File: config.mk
export PLATFORM = sky130hd
export DESIGN_NAME = stream_find_and_replace
export DESIGN_NICKNAME = d
export VERILOG_FILES = /design/src/design/sfr_pkg.sv /design/src/design/sfr_ctrl.sv /design/src/design/sfr_dpath.sv /design/src/design/stream_find_and_replace.sv
export SDC_FILE = /design/constraint.sdc
export NUM_CORES = 1
export LEC_CHECK = 0
export BUFFER_PORTS_ARGS = -buffer_cell sky130_fd_sc_hd__buf_2
export CAP_MARGIN = 20
export CORE_ASPECT_RATIO = 2
export CORE_MARGIN = 1
export CORE_UTILIZATION = 45
export DETAILED_ROUTE_END_ITERATION = 8
export PLACE_DENSITY_LB_ADDON = 0.25
export SYNTH_ARGS = -nofsm -noshare
export SYNTH_HDL_FRONTEND = slang
export SYNTH_SLANG_ARGS = --single-unit
File: constraint.sdc
create_clock -name clock -period 5.6 [get_ports clock]
set_clock_uncertainty 0.1 [all_clocks]
set_input_delay 1.12 -clock clock [delete_from_list [all_inputs] [get_ports clock]]
set_output_delay 1.12 -clock clock [all_outputs]
set_load 0.01 [all_outputs]
File: src/design/sfr_pkg.sv
`default_nettype none

package sfr_pkg;

   // Width of the length registers and of the replacement byte index
   localparam int LEN_W       = 4;
   localparam int BYTE_W      = 8;
   localparam int CSR_DATA_W  = 64;
   localparam int CSR_INDEX_W = 2;

   // Configuration register indexes
   typedef enum logic [CSR_INDEX_W-1:0] {
      CSR_PATTERN_LENGTH     = 2'd0,
      CSR_PATTERN_BYTES      = 2'd1,
      CSR_REPLACEMENT_LENGTH = 2'd2,
      CSR_REPLACEMENT_BYTES  = 2'd3
   } csr_index_type;

   // Source of the result beat loaded this cycle
   typedef enum logic [1:0] {
      EMIT_NONE = 2'd0,
      EMIT_WIN  = 2'd1,
      EMIT_REP  = 2'd2,
      EMIT_MARK = 2'd3
   } emit_sel_type;

   // Controller to datapath
   typedef struct packed {
      logic               load;      // take the input beat into the window
      emit_sel_type       emit_sel;  // what goes into the result register
      logic               last;      // result closes the text
      logic               drop_one;  // shift the window down by one byte
      logic               clear;     // empty the window
      logic [LEN_W-1:0]   rep_idx;   // replacement byte to send
   } sfr_cmd_type;

   // Datapath to controller
   typedef struct packed {
      logic               empty;     // window holds no byte
      logic               one_left;  // window holds exactly one byte
      logic               prefix;    // window agrees with the pattern so far
      logic               match;     // window holds the whole pattern
      logic               out_free;  // result register can take a beat
      logic [LEN_W-1:0]   rep_len;   // clamped replacement length
   } sfr_status_type;

endpackage

`default_nettype wire

File: src/design/sfr_ctrl.sv
`default_nettype none

module sfr_ctrl
   import sfr_pkg::*;
(
   input  wire logic           clock,
   input  wire logic           reset,
   input  wire logic           req_valid,
   input  wire logic           req_final_byte,
   output logic                req_stall,
   input  wire sfr_status_type status,
   output sfr_cmd_type         cmd
);

   typedef enum logic [2:0] {
      ST_IDLE = 3'b001,
      ST_SCAN = 3'b010,
      ST_REPL = 3'b100
   } sfr_state_type;

   sfr_state_type    state_ff, state_in;
   logic             fin_ff, fin_in;
   logic             sent_ff, sent_in;
   logic [LEN_W-1:0] idx_ff, idx_in;
   logic             rep_last;

   assign req_stall = (state_ff != ST_IDLE);
   assign rep_last  = (idx_ff == status.rep_len - LEN_W'(1));

   // Sequence one text beat: take it, scan the window, send replacement
   always_comb begin
      state_in     = state_ff;
      fin_in       = fin_ff;
      sent_in      = sent_ff;
      idx_in       = idx_ff;
      cmd          = '0;
      cmd.emit_sel = EMIT_NONE;
      cmd.rep_idx  = idx_ff;
      case (state_ff)
         ST_IDLE: begin
            if (req_valid) begin
               cmd.load = 1'b1;
               fin_in   = req_final_byte;
               sent_in  = 1'b0;
               state_in = ST_SCAN;
            end
         end
         ST_SCAN: begin
            if (status.empty) begin
               // close the text with a marker when nothing went out
               if (fin_ff && !sent_ff) begin
                  if (status.out_free) begin
                     cmd.emit_sel = EMIT_MARK;
                     cmd.last     = 1'b1;
                     state_in     = ST_IDLE;
                  end
               end else begin
                  state_in = ST_IDLE;
               end
            end else if (status.match) begin
               if (status.rep_len == '0) begin
                  cmd.clear = 1'b1;
               end else begin
                  idx_in   = '0;
                  state_in = ST_REPL;
               end
            end else if (status.prefix && !fin_ff) begin
               // hold the partial match for the next beat
               state_in = ST_IDLE;
            end else if (status.out_free) begin
               // release the oldest byte; at the end this flushes
               cmd.emit_sel = EMIT_WIN;
               cmd.last     = fin_ff && status.one_left;
               cmd.drop_one = 1'b1;
               sent_in      = 1'b1;
            end
         end
         ST_REPL: begin
            if (status.out_free) begin
               cmd.emit_sel = EMIT_REP;
               cmd.last     = fin_ff && rep_last;
               sent_in      = 1'b1;
               if (rep_last) begin
                  cmd.clear = 1'b1;
                  state_in  = ST_SCAN;
               end else begin
                  idx_in = idx_ff + LEN_W'(1);
               end
            end
         end
         default: begin
            state_in = ST_IDLE;
         end
      endcase
   end

   always_ff @(posedge clock) begin
      if (reset) begin
         state_ff <= ST_IDLE;
         fin_ff   <= 1'b0;
         sent_ff  <= 1'b0;
         idx_ff   <= '0;
      end else begin
         state_ff <= state_in;
         fin_ff   <= fin_in;
         sent_ff  <= sent_in;
         idx_ff   <= idx_in;
      end
   end

endmodule

`default_nettype wire

File: src/design/sfr_dpath.sv
`default_nettype none

module sfr_dpath
   import sfr_pkg::*;
#(
   parameter int PATTERN_MAX     = 8,
   parameter int REPLACEMENT_MAX = 8
) (
   input  wire logic                   clock,
   input  wire logic                   reset,
   input  wire logic                   csr_wen,
   input  wire logic [CSR_INDEX_W-1:0] csr_index,
   input  wire logic [CSR_DATA_W-1:0]  csr_wdata,
   input  wire logic [BYTE_W-1:0]      req_text_byte,
   input  wire logic                   rsp_stall,
   output logic                        rsp_valid,
   output logic [BYTE_W-1:0]           rsp_out_byte,
   output logic                        rsp_end_of_text,
   output logic                        rsp_empty_marker,
   input  wire sfr_cmd_type            cmd,
   output sfr_status_type              status
);

   localparam int CNT_W = $clog2(PATTERN_MAX + 1);
   localparam int PAT_W = PATTERN_MAX * BYTE_W;
   localparam int REP_W = REPLACEMENT_MAX * BYTE_W;

   // Configuration registers
   logic [LEN_W-1:0] pat_len_ff;
   logic [PAT_W-1:0] pat_bytes_ff;
   logic [LEN_W-1:0] rep_len_ff;
   logic [REP_W-1:0] rep_bytes_ff;

   // Active pattern, window and result register
   logic [CNT_W-1:0]  act_len_ff, act_len_in;
   logic [PAT_W-1:0]  act_bytes_ff, act_bytes_in;
   logic [BYTE_W-1:0] win_ff [PATTERN_MAX];
   logic [BYTE_W-1:0] win_in [PATTERN_MAX];
   logic [CNT_W-1:0]  cnt_ff, cnt_in;
   logic              out_valid_ff, out_valid_in;
   logic [BYTE_W-1:0] out_byte_ff, out_byte_in;
   logic              out_end_ff, out_end_in;
   logic              out_mark_ff, out_mark_in;

   logic [CNT_W-1:0]      pat_len_clamp;
   logic [LEN_W-1:0]      rep_len_clamp;
   logic [CNT_W-1:0]      cmp_n;
   logic [PATTERN_MAX-1:0] miss;
   logic [BYTE_W-1:0]     rep_byte;
   logic                  out_free;

   // Write configuration; keep only the bytes the window can use
   always_ff @(posedge clock) begin
      if (reset) begin
         pat_len_ff   <= LEN_W'(1);
         pat_bytes_ff <= '0;
         rep_len_ff   <= '0;
         rep_bytes_ff <= '0;
      end else if (csr_wen) begin
         case (csr_index)
            CSR_PATTERN_LENGTH:     pat_len_ff   <= csr_wdata[LEN_W-1:0];
            CSR_PATTERN_BYTES:      pat_bytes_ff <= csr_wdata[PAT_W-1:0];
            CSR_REPLACEMENT_LENGTH: rep_len_ff   <= csr_wdata[LEN_W-1:0];
            CSR_REPLACEMENT_BYTES:  rep_bytes_ff <= csr_wdata[REP_W-1:0];
            default: ;
         endcase
      end
   end

   // Clamp lengths into their legal ranges
   always_comb begin
      if (pat_len_ff == '0) begin
         pat_len_clamp = CNT_W'(1);
      end else if (pat_len_ff > LEN_W'(PATTERN_MAX)) begin
         pat_len_clamp = CNT_W'(PATTERN_MAX);
      end else begin
         pat_len_clamp = pat_len_ff[CNT_W-1:0];
      end
      if (rep_len_ff > LEN_W'(REPLACEMENT_MAX)) begin
         rep_len_clamp = LEN_W'(REPLACEMENT_MAX);
      end else begin
         rep_len_clamp = rep_len_ff;
      end
   end

   // Compare the window with the pattern over the shorter of the two
   always_comb begin
      cmp_n = (cnt_ff < act_len_ff) ? cnt_ff : act_len_ff;
      for (int i = 0; i < PATTERN_MAX; i++) begin
         miss[i] = (CNT_W'(i) < cmp_n) && (win_ff[i] != act_bytes_ff[i*BYTE_W +: BYTE_W]);
      end
   end

   // Pick the replacement byte to send
   always_comb begin
      rep_byte = '0;
      for (int j = 0; j < REPLACEMENT_MAX; j++) begin
         if (cmd.rep_idx == LEN_W'(j)) begin
            rep_byte = rep_bytes_ff[j*BYTE_W +: BYTE_W];
         end
      end
   end

   assign out_free = !out_valid_ff || !rsp_stall;

   always_comb begin
      status.empty    = (cnt_ff == '0);
      status.one_left = (cnt_ff == CNT_W'(1));
      status.prefix   = ~|miss;
      status.match    = ~|miss && (cnt_ff >= act_len_ff);
      status.out_free = out_free;
      status.rep_len  = rep_len_clamp;
   end

   // Window: append (taking the active pattern when empty), drop the oldest byte, or empty it
   always_comb begin
      act_len_in   = act_len_ff;
      act_bytes_in = act_bytes_ff;
      cnt_in       = cnt_ff;
      for (int i = 0; i < PATTERN_MAX; i++) begin
         win_in[i] = win_ff[i];
      end
      if (cmd.load) begin
         if (cnt_ff == '0) begin
            act_len_in   = pat_len_clamp;
            act_bytes_in = pat_bytes_ff;
         end
         for (int i = 0; i < PATTERN_MAX; i++) begin
            if (cnt_ff == CNT_W'(i)) begin
               win_in[i] = req_text_byte;
            end
         end
         cnt_in = cnt_ff + CNT_W'(1);
      end else if (cmd.clear) begin
         cnt_in = '0;
      end else if (cmd.drop_one) begin
         for (int i = 0; i < PATTERN_MAX - 1; i++) begin
            win_in[i] = win_ff[i+1];
         end
         cnt_in = cnt_ff - CNT_W'(1);
      end
   end

   // Result register: load a beat when free, drop it once taken
   always_comb begin
      out_valid_in = out_valid_ff && rsp_stall;
      out_byte_in  = out_byte_ff;
      out_end_in   = out_end_ff;
      out_mark_in  = out_mark_ff;
      case (cmd.emit_sel)
         EMIT_WIN: begin
            out_valid_in = 1'b1;
            out_byte_in  = win_ff[0];
            out_end_in   = cmd.last;
            out_mark_in  = 1'b0;
         end
         EMIT_REP: begin
            out_valid_in = 1'b1;
            out_byte_in  = rep_byte;
            out_end_in   = cmd.last;
            out_mark_in  = 1'b0;
         end
         EMIT_MARK: begin
            out_valid_in = 1'b1;
            out_byte_in  = '0;
            out_end_in   = 1'b1;
            out_mark_in  = 1'b1;
         end
         default: ;
      endcase
   end

   always_ff @(posedge clock) begin
      if (reset) begin
         act_len_ff   <= CNT_W'(1);
         act_bytes_ff <= '0;
         cnt_ff       <= '0;
         out_valid_ff <= 1'b0;
      end else begin
         act_len_ff   <= act_len_in;
         act_bytes_ff <= act_bytes_in;
         cnt_ff       <= cnt_in;
         out_valid_ff <= out_valid_in;
      end
   end

   always_ff @(posedge clock) begin
      for (int i = 0; i < PATTERN_MAX; i++) begin
         win_ff[i] <= win_in[i];
      end
      out_byte_ff <= out_byte_in;
      out_end_ff  <= out_end_in;
      out_mark_ff <= out_mark_in;
   end

   assign rsp_valid        = out_valid_ff;
   assign rsp_out_byte     = out_byte_ff;
   assign rsp_end_of_text  = out_end_ff;
   assign rsp_empty_marker = out_mark_ff;

endmodule

`default_nettype wire

File: src/design/stream_find_and_replace.sv
// A beat is written into the window, scanned in ST_SCAN and loaded into the result register
//   that drives the outputs; a match with a nonempty replacement goes through ST_REPL first.
// The block takes a beat only in ST_IDLE (req_stall is high otherwise); the scan then fills
//   the one result register a byte per cycle while it is free, and closes with a step that
//   carries any end marker. Reset (synchronous, active high) empties the window, drops
//   any result and loads the defaults: pattern length 1, all else zero.
`default_nettype none

module stream_find_and_replace
   import sfr_pkg::*;
#(
   parameter int PATTERN_MAX     = 8,
   parameter int REPLACEMENT_MAX = 8
) (
   input  wire logic                   clock,
   input  wire logic                   reset,
   input  wire logic                   csr_wen,
   input  wire logic [CSR_INDEX_W-1:0] csr_index,
   input  wire logic [CSR_DATA_W-1:0]  csr_wdata,
   input  wire logic                   req_valid,
   output logic                        req_stall,
   input  wire logic [BYTE_W-1:0]      req_text_byte,
   input  wire logic                   req_final_byte,
   output logic                        rsp_valid,
   input  wire logic                   rsp_stall,
   output logic [BYTE_W-1:0]           rsp_out_byte,
   output logic                        rsp_end_of_text,
   output logic                        rsp_empty_marker
);

   sfr_cmd_type    cmd;
   sfr_status_type status;

   sfr_ctrl u_ctrl (
      .clock          (clock),
      .reset          (reset),
      .req_valid      (req_valid),
      .req_final_byte (req_final_byte),
      .req_stall      (req_stall),
      .status         (status),
      .cmd            (cmd)
   );

   sfr_dpath #(
      .PATTERN_MAX     (PATTERN_MAX),
      .REPLACEMENT_MAX (REPLACEMENT_MAX)
   ) u_dpath (
      .clock            (clock),
      .reset            (reset),
      .csr_wen          (csr_wen),
      .csr_index        (csr_index),
      .csr_wdata        (csr_wdata),
      .req_text_byte    (req_text_byte),
      .rsp_stall        (rsp_stall),
      .rsp_valid        (rsp_valid),
      .rsp_out_byte     (rsp_out_byte),
      .rsp_end_of_text  (rsp_end_of_text),
      .rsp_empty_marker (rsp_empty_marker),
      .cmd              (cmd),
      .status           (status)
   );

endmodule

`default_nettype wire
# [Word-level counts from Yosys, hierarchy flattened]
# Memory sizes are Yosys's and may differ from the RTL's.
# Cells that the tools add are included.
[word_totals] reg_bits=228 mem_bits_rw=64 in_bits=80 wordCells=189 memories=1
[mem_list] memory="u_dpath.win_ff" depth=8 word_bits=8 read_ports=8 rd_clocked_by_memory_dff=0 write_ports=8 line_no="sfr_dpath.sv:37" rtl="logic [BYTE_W-1:0] win_ff [PATTERN_MAX];"
[op_classes] addsub=4 n_lt_le_gt_ge=12 eq_ne=45 mux=70 n_reduce_logical=42
[ops] cell="56-bit 2-to-1 mux" count=3
[ops] cell="8-bit 2-to-1 mux" count=17
[ops] cell="8-bit inequality test" count=8
[ops] cell="4-bit 2-to-1 mux" count=14
[ops] cell="3-bit 2-to-1 mux" count=14
[ops] cell="4-bit by 3-bit == test with 1-bit output, second input constant" count=8
[ops] cell="8-bit case mux with 3 select lines" count=1
[ops] cell="4-bit by 2-bit == test with 1-bit output, second input constant" count=4
[ops] cell="4-bit logical NOT" count=4
[ops] cell="3-bit by 4-bit < comparator with 1-bit output, first input constant" count=4
[ops] cell="1-bit logical AND" count=14
[ops] cell="2-bit inequality test, second input constant" count=7
[ops] cell="1-bit 2-to-1 mux" count=13
[ops] cell="2-bit AND reduction" count=6
[ops] cell="6-bit AND reduction" count=2
[ops] cell="3-bit case mux with 3 select lines" count=1
[ops] cell="3-bit nonzero test" count=3
[ops] cell="4-bit by 1-bit adder with 4-bit output, second input constant" count=2
[ops] cell="2-bit == test, second input constant" count=4
[ops] cell="4-bit by 1-bit == test with 1-bit output, second input constant" count=2
[ops] cell="4-bit > comparator, second input constant" count=2
[ops] cell="1-bit by 4-bit < comparator with 1-bit output, first input constant" count=2
[ops] cell="2-bit by 4-bit < comparator with 1-bit output, first input constant" count=2
[ops] cell="4-bit by 3-bit inequality test with 1-bit output, second input constant" count=2
[ops] cell="24 further kinds" count=34

# [Longest topological paths before layout]
# Gate-level depths: netlist of run 1.
[logic_depth] ltp_word=14 depth_mapped=12 mapped_depth_nobuf=11

# [By module]
# A second synthesis of run 1 with hierarchy kept.
[hier_totals] cells_unflattened=1469 hier_area_um2=12668.4
[modules_own_cells] mod="sfr_dpath" instances=1 cells_per_inst=1370 area_per_inst_um2=11939.0
[modules_own_cells] mod="sfr_ctrl" instances=1 cells_per_inst=99 area_per_inst_um2=729.4

# [Least setup slack after synthesis of run 1]
# Ideal clock, no wire load.
[synth_timing] kind="reg-to-reg" start="reg u_dpath.act_len_ff[1]" end="reg u_dpath.out_mark_ff, in the netlist u_dpath.rsp_empty_marker (enable)" setup_time_ns=0.331 arrival_ns=2.440 t_required_ns=5.169 path_slack_ns=2.729 stages_incl_launch_ff=12 period_less_slack_ns=2.871 path_cell_list="dfxtp_1 > inv_1 > ha_1 > nor2b_4 > o21ba_4 > o21ai_1 > a22o_1 > nand2_1 > or3_1 > o21ai_2 > buf_4 > nand2_1"
[synth_between] elab_chain_len=14
[synth_rtl] item="from (decl)" line_no="sfr_dpath.sv:35" rtl="logic [CNT_W-1:0] act_len_ff, act_len_in;"
[synth_rtl] item="from (signal assigned)" line_no="sfr_dpath.sv:180" rtl="act_len_ff <= act_len_in;"
[synth_rtl] item="4-bit < comparator" line_no="sfr_dpath.sv:88" rtl="cmp_n = (cnt_ff < act_len_ff) ? cnt_ff : act_len_ff;"
[synth_rtl] item="4-bit 2-to-1 mux" line_no="sfr_dpath.sv:88"
[synth_rtl] item="1-bit by 4-bit < comparator with 1-bit output (tied with other cells)" line_no="sfr_dpath.sv:90" rtl="miss[i] = (CNT_W'(i) < cmp_n) && (win_ff[i] != act_bytes_ff[i*BYTE_W +: BYTE_W]);"
[synth_rtl] item="1-bit logical AND" line_no="sfr_dpath.sv:90"
[synth_rtl] item="8-bit OR reduction" line_no="sfr_dpath.sv:109, sfr_dpath.sv:110"
[synth_rtl] item="1-bit logical NOT" line_no="sfr_dpath.sv:109, sfr_dpath.sv:110"
[synth_rtl] item="1-bit logical AND" line_no="sfr_ctrl.sv:67" rtl="end else if (status.prefix && !fin_ff) begin"
[synth_rtl] item="4-bit 2-to-1 mux" line_no="sfr_ctrl.sv:67"
[synth_rtl] item="4-bit 2-to-1 mux (*)" line_no="sfr_ctrl.sv:60" rtl="end else if (status.match) begin"
[synth_rtl] item="3-bit 2-to-1 mux (*)" line_no="sfr_ctrl.sv:49" rtl="if (status.empty) begin"
[synth_rtl] item="3-bit case mux with 2 select lines (*)" line_no="sfr_ctrl.sv:39" rtl="case (state_ff)"
[synth_rtl] item="2-bit by 1-bit == test with 1-bit output / 2-bit == test (equally long branches)" line_no="sfr_dpath.sv:150" rtl="case (cmd.emit_sel)"
[synth_rtl] item="2-bit OR reduction (no line)"
[synth_rtl] item="2-bit nonzero test (no line) (*)"
[synth_rtl] item="to (signal assigned)" line_no="sfr_dpath.sv:193" rtl="out_mark_ff <= out_mark_in;"
[synth_rtl] item="to (decl)" line_no="sfr_dpath.sv:43" rtl="logic out_mark_ff, out_mark_in;"
# Every way passes the cells marked *; elsewhere a longest branch is shown, timed or not.
# A chain may end at the register's enable or synchronous reset.

==> impl_results.md, run 1 <==
- Syn_area_per_cell: 8.418 um^2
- GRT busiest layer: met2
- Vias in the first global route: between 10,000 and 15,000
- Setup violations, final: 0
- Hold path depth: 2
- Slew headroom: between 30 and 40%
- Yosys cell types: 63
- Max clock buf depth: 3
- GR Layer Usage met2: about 51%
- Period utilization: 66.11%
- FFs w/ async S/R, synth: 0%
- First-pass GRT wire length: 58,510 um
- Worst R2R End: u_dpath.win_ff[1][15]
- Hold Vio Cnt, Final: 0
- Via count: roughly 11,000
- Pwr dens: 358.1 mW/mm^2
- Main area contributors after synthesis: dfxtp_1, edfxtp_1, nand2_1, a21oi_1, xor2_1
- Port Buffers: a little over 90
- Cell Rows: between 80 and 90
- FF-to-FF setup slack: about 1.9 ns
- DRT Pass-1 Iters: 5
- Worst Max-Slew Pin Slew: 1.016 ns
- ANT cells: 0
- Leak: approximately 0.0054 uW
- Hold Crit Class: reg2reg
- CTS tree: built
- Worst Hold End: u_dpath.act_bytes_ff[18]
- Period minus WS final: between 3 and 4 ns
- Fin worst setup slack: between 1.5 and 2 ns
- CP max FO: 14
- Main synth FF type: dfxtp_1
- Layout cells sized above 1: 10.98%
- Placed Instances: ~1,800
- Share of the synthesized area in the top cell type: roughly a third
- Cts hold-fix bufs: 0
- Global Route Usage Sum: between 20% and 30%
- Number of remaining DRC errors: 0
- Die H: between 200 and 250 um
- Register area share after synthesis: a little over half
- Post-Syn Instances: 1,481
- Pre-CTS setup slack: about 2.0 ns
- Largest net degree at the start of global routing: 120
- Chip width: roughly 120 um
- Synth warn: 0
- Worst Path Required: ~5.7 ns
- Routability cong.: 0.9255
- TNS Setup: 0 ns
- Max Fclk: around 270 MHz
- Routed Antenna Nets: 0
- Met1 Usage GRT: ~30%
- Leading area contributor after synthesis: dfxtp_1
- CORE AREA: about 0.027 mm^2
- Vias per cell: 5.569
- Nets: between 1,500 and 2,000
- Wire length per cell: between 20 and 25 um
- Dpl hpwl: about 27,000 um
- Post-CTS Resized: 0
- Unrepaired setup endpoints after global routing: false
- Area Overhead vs Synth: 13.05%
- Status: completed
- IO Pins: 92
- Global route total overflow: 0
- Synth Net Count: around 1,600
- Initial Util: around 46%
- H-tree levels: 1
- Hold_sp: u_dpath.pat_bytes_ff[18]
- Final Slew Violations: 0
- Total detailed-routing wirelength: 38,110 um
- Register bit total from synthesis: 292
- VDD IR max: around 0.00027 V
- Commonest non-fill, non-tap cell in the layout: nand2_1
- Grt met3 use: between 2 and 3%
- Post-Syn Area: ~0.012 mm^2
- Crit path capture type: register
- Num CTS Buffers: 26
- Critical Path Start Type: register
- Non-filler cells, final: 1,896
- Worst r2r src: u_dpath.cnt_ff[2]
- Initial detailed-routing violation count: between 800 and 900
- Clk_lat worst skew: 0.56 ns
- Fillers: 2,677
- Multi-input gate area: roughly 0.0055 mm^2
- Critical Path AT: roughly 3.8 ns
- Post-synth EDFFs: between 70 and 80
- Initial antenna violation count: 0
- Die area: 0.02841 mm^2
- Sequential Area: about 0.0066 mm^2
- Crit path kind: reg2reg
- R2R cell count: 9
- Reg clk slew, reported paths: 0.07 ns
- CTS root buf: clkbuf_16
- # clock sinks: slightly below 300
- Post-CTS Setup Bufs: 0
- Max Cap Viol: 0
- Most frequent cells in the layout: nand2_1, a21oi_1, dfxtp_1
critical path, stage by stage, from the launching register on:
cell	delay, ns
dfxtp_1	0.62
ha_1	0.32
nand2_1	0.11
o21ba_4	0.20
o21ai_1	0.28
a22o_1	0.22
nand2_1	0.05
or3_1	0.40
o21ai_2	0.60
nand2_1	0.43
final cells by class:
class                      instances  area share [%]
sequential                       292           46.73
multi-input combinational       1094           39.29
clock buffer                      39           6.117
timing repair buffer             104           3.968
tap                              348           3.089
clock inverter                     9          0.5327
inverter                          10          0.2663
worst max path at each step:
| stage | startpoint | endpoint | slack, ns |
|---|---|---|---|
| after floorplan | u_dpath.act_len_ff[1] | u_dpath.rsp_empty_marker | 2.73 |
| after global placement | u_dpath.act_len_ff[2] | u_dpath.rsp_out_byte[1] | 1.89 |
| after detailed placement | u_dpath.cnt_ff[2] | u_dpath.rsp_out_byte[3] | 1.98 |
| after CTS | u_dpath.act_len_ff[1] | u_dpath.rsp_out_byte[1] | 1.95 |
| after global routing | u_dpath.act_len_ff[1] | u_dpath.rsp_out_byte[1] | 1.64 |
| final | u_dpath.cnt_ff[2] | u_dpath.win_ff[1][15] | 1.90 |
synthesized netlist by cell type, drive strengths merged (12+ instances only):
master and count:
nor2 50, nand2 554, ha 14, nor4 17, o211ai 12, buf 17
clkbuf 68, a21oi 225, nor3 12, edfxtp 74, xor2 59, dfxtp 218
a22oi 24, o21ai 28, nand3 12
cells by family (layout without fill, tap and decap cells):
logic type	count (synthesis)	after routing	share of synthesized area, %
mux	8	8	0.6524
fa+ha+maj	14	14	1.405
xor+xnor	70	70	4.918
compound gates	317	317	14.72
buf+inv	95	162	2.930
flops	292	292	52.83
simple gates	685	685	22.54
state kept, by name (all words and copies together), names as in the netlist:
signal,count
u_ctrl.state_ff,3
u_dpath.act_bytes_ff,64
u_ctrl.idx_ff,4
u_dpath.rsp_end_of_text,1
u_dpath.act_len_ff,4
u_dpath.cnt_ff,4
u_ctrl.fin_ff,1
u_dpath.rep_bytes_ff,64
u_dpath.rsp_empty_marker,1
u_dpath.rep_len_ff,4
u_dpath.pat_len_ff,4
u_dpath.rsp_out_byte,8
u_dpath.win_ff,64
u_dpath.rsp_valid,1
u_ctrl.sent_ff,1
u_dpath.pat_bytes_ff,64
power breakdown:
part	internal, uW	switching [uW]
combinational	225	535
sequential	2280	72.7
clock	1120	816
total	3620	1420
metrics by stage:
step / util (%) / instance area (um^2) / power [uW] / hold WS [ns]
after global placement: 48.51 / 13160 / 3150 / 0.3374
after CTS: 51.97 / 14090 / 5061 / 0.3453
after floorplan: - / 12470 / 2871 / 0.3321
after detailed placement: 48.51 / 13160 / 3147 / 0.3432
after global routing: 51.97 / 14090 / 5218 / 0.3699
final: 51.97 / 14090 / 5047 / 0.3454
per-layer routing:
metal | vias to the layer above | wire (um)
met5 | - | 0
met2 | 377 | 20690
met4 | 0 | 1779
li1 | 5061 | -
met3 | 85 | 1771
met1 | 5035 | 13870
Note: power is estimated with default switching activity, not from simulation.
==> inputs of run 2 (changes only) <==
- clock period: 5.6 -> 3.6 ns (I/O delays scaled with it)
==> impl_results.md, run 2 (synthesis results as in run 1) <==
- Status: completed
- CORE AREA: between 0.02 and 0.03 mm^2
- Final Slew Violations: 0
- Cts hold-fix bufs: 0
- Wire length per cell: 20.21 um
- TNS Setup: 0 ns
- Crit path kind: reg2reg
- Leak: between 0.005 and 0.006 uW
- Post-CTS Setup Bufs: 0
- Commonest non-fill, non-tap cell in the layout: nand2_1
- First-pass GRT wire length: between 50,000 and 60,000 um
- Chip width: between 100 and 150 um
- Placed cell area: between 0.01 and 0.015 mm^2
- Multi-input gate area: between 0.005 and 0.006 mm^2
- Critical path depth: 9
- Reg clk slew, reported paths: ~0.070 ns
- Fillers: between 2,000 and 3,000
- Most frequent cells in the layout: nand2_1, a21oi_1, dfxtp_1
- Pwr dens: 545.0 mW/mm^2
- Vias in the first global route: ~10,000
- Critical Path Start Type: register
- Num CTS Buffers: 26
- Worst Path Required: 3.72 ns
- Nets: roughly 1,600
- CP Buf/Inv Count: 1
- Largest net degree at the start of global routing: 77
- R2R cell count: 9
- Slew headroom: between 40% and 50%
- VDD IR max: around 0.00039 V
- CTS tree: built
- Crit path capture type: register
- Max Fclk: roughly 320 MHz
- Hold path depth: 1
- Critical Path AT: between 3 and 4 ns
- H-tree levels: 1
- Sequential Area: 0.006586 mm^2
- Die area: about 0.028 mm^2
- Max Cap Viol: 0
- Slowest stage delay, CP: about 0.5 ns
- Post-route cell area: between 0.01 and 0.015 mm^2
- Post-CTS Resized: 0
- Max clock buf depth: 3
- Critical-path top delay cell: dfxtp_1
- Number of remaining DRC errors: 0
- DRT Pass-1 Iters: 5
- # clock sinks: between 200 and 300
- Hold Crit Class: in2reg
- CP max FO: 14
- Period minus WS final: roughly 3.2 ns
- Dpl hpwl: 28,390 um
- Period utilization: 88.08%
- CP dominant cell by count: nand2_1
- Routed Antenna Nets: 0
- Hold Vio Cnt, Final: 0
- Area Overhead vs Synth: 13.85%
- Cell Rows: between 80 and 90
- Global route total overflow: 0
- Die H: between 200 and 250 um
- CTS root buf: clkbuf_16
- Via count: between 10,000 and 15,000
- Util after Layout: approximately 52%
- Vias per cell: ~5.5
- Routability cong.: 0.9285
- ANT cells: 0
- Total detailed-routing wirelength: a little under 40,000 um
- Initial detailed-routing violation count: between 800 and 900
- Initial Util: a little under half
- Port Buffers: 91
- Initial antenna violation count: 0
- Layout cells sized above 1: a little under an eighth
- Top Family by Delay on Critical Path: simple AND/OR/NAND/NOR gates
- Setup violations, final: 0
- Unrepaired setup endpoints after global routing: false
- Cell breakdown of the critical path: ha_1 -> a21oi_2 -> nand2_1 -> o311ai_1 -> nand2_1 -> or3_1 -> o21ai_2 -> buf_4 -> nand2_1
- Clk_lat worst skew: between 0.5 and 0.6 ns
- Worst Max-Slew Pin Slew: a little over 0.8 ns
- Global Route Usage Sum: 27.67%
- IO Pins: 92
run 2: cell count changes in the layout (fill, tap and decap cells not counted), moves of 2 or more:
cell       change
clkbuf_8       +4
clkinv_2       -2
buf_4         +13
clkbuf_16      -5
buf_12         +3
run 2: where the power goes:
part / total [uW] / internal [uW] / switching (uW)
sequential: 3670 / 3550 / 126
clock: 2860 / 1660 / 1210
combinational: 1200 / 381 / 818
total: 7740 / 5580 / 2150
run 2: final timing paths:
path | startpoint | end | slack, ns
max | u_dpath.cnt_ff[3] | u_dpath.win_ff[1][10] | 0.43
min | req_text_byte[0] | u_dpath.win_ff[1][24] | 0.27
max reg2reg | u_dpath.cnt_ff[3] | u_dpath.win_ff[1][10] | 0.43
min reg2reg | u_dpath.pat_bytes_ff[41] | u_dpath.act_bytes_ff[41] | 0.35
run 2: worst reg2reg max path, delay by kind of cell, from the launching register on:
family / cells / cell delay [ns]
buffers and inverters: 1 / 0.25
adder cells (fa/ha/maj): 1 / 0.32
AO/OA/AOI/OAI: 3 / 0.83
AND/OR/NAND/NOR: 4 / 0.86
flip-flops: 1 / 0.50
run 2: layer usage:
metal	GRT usage [%]	wire (um)	vias to the layer above	part of all wire, %
met5	0	0	-	0
met4	17.35	2467	0	6.4
met2	49.24	20220	309	52
li1	-	-	5091	-
met1	31.44	14380	5050	37
met3	2.543	1525	96	4.0
run 2: final cells by class:
| cell class | instances | share of cell area (%) |
|---|---|---|
| Sequential cell | 292 | 46.40 |
| Multi-Input combinational cell | 1094 | 39.02 |
| Clock buffer | 38 | 5.554 |
| Timing Repair Buffer | 120 | 5.051 |
| Tap cell | 348 | 3.068 |
| Clock inverter | 8 | 0.6435 |
| Inverter | 10 | 0.2645 |
run 2: per-stage QoR:
stage / instances / setup WS [ns] / hold WS [ns] / power [uW]
2_1_floorplan: 1481 / 0.7290 / 0.3321 / 4466
3_3_place_gp: 1864 / 0.4174 / 0.3367 / 4926
3_5_place_dp: 1864 / 0.4371 / 0.3430 / 4933
4_1_cts: 1910 / 0.4176 / 0.2496 / 7781
5_1_grt: 1910 / 0.2183 / 0.2578 / 8028
6_report: 1910 / 0.4293 / 0.2704 / 7735
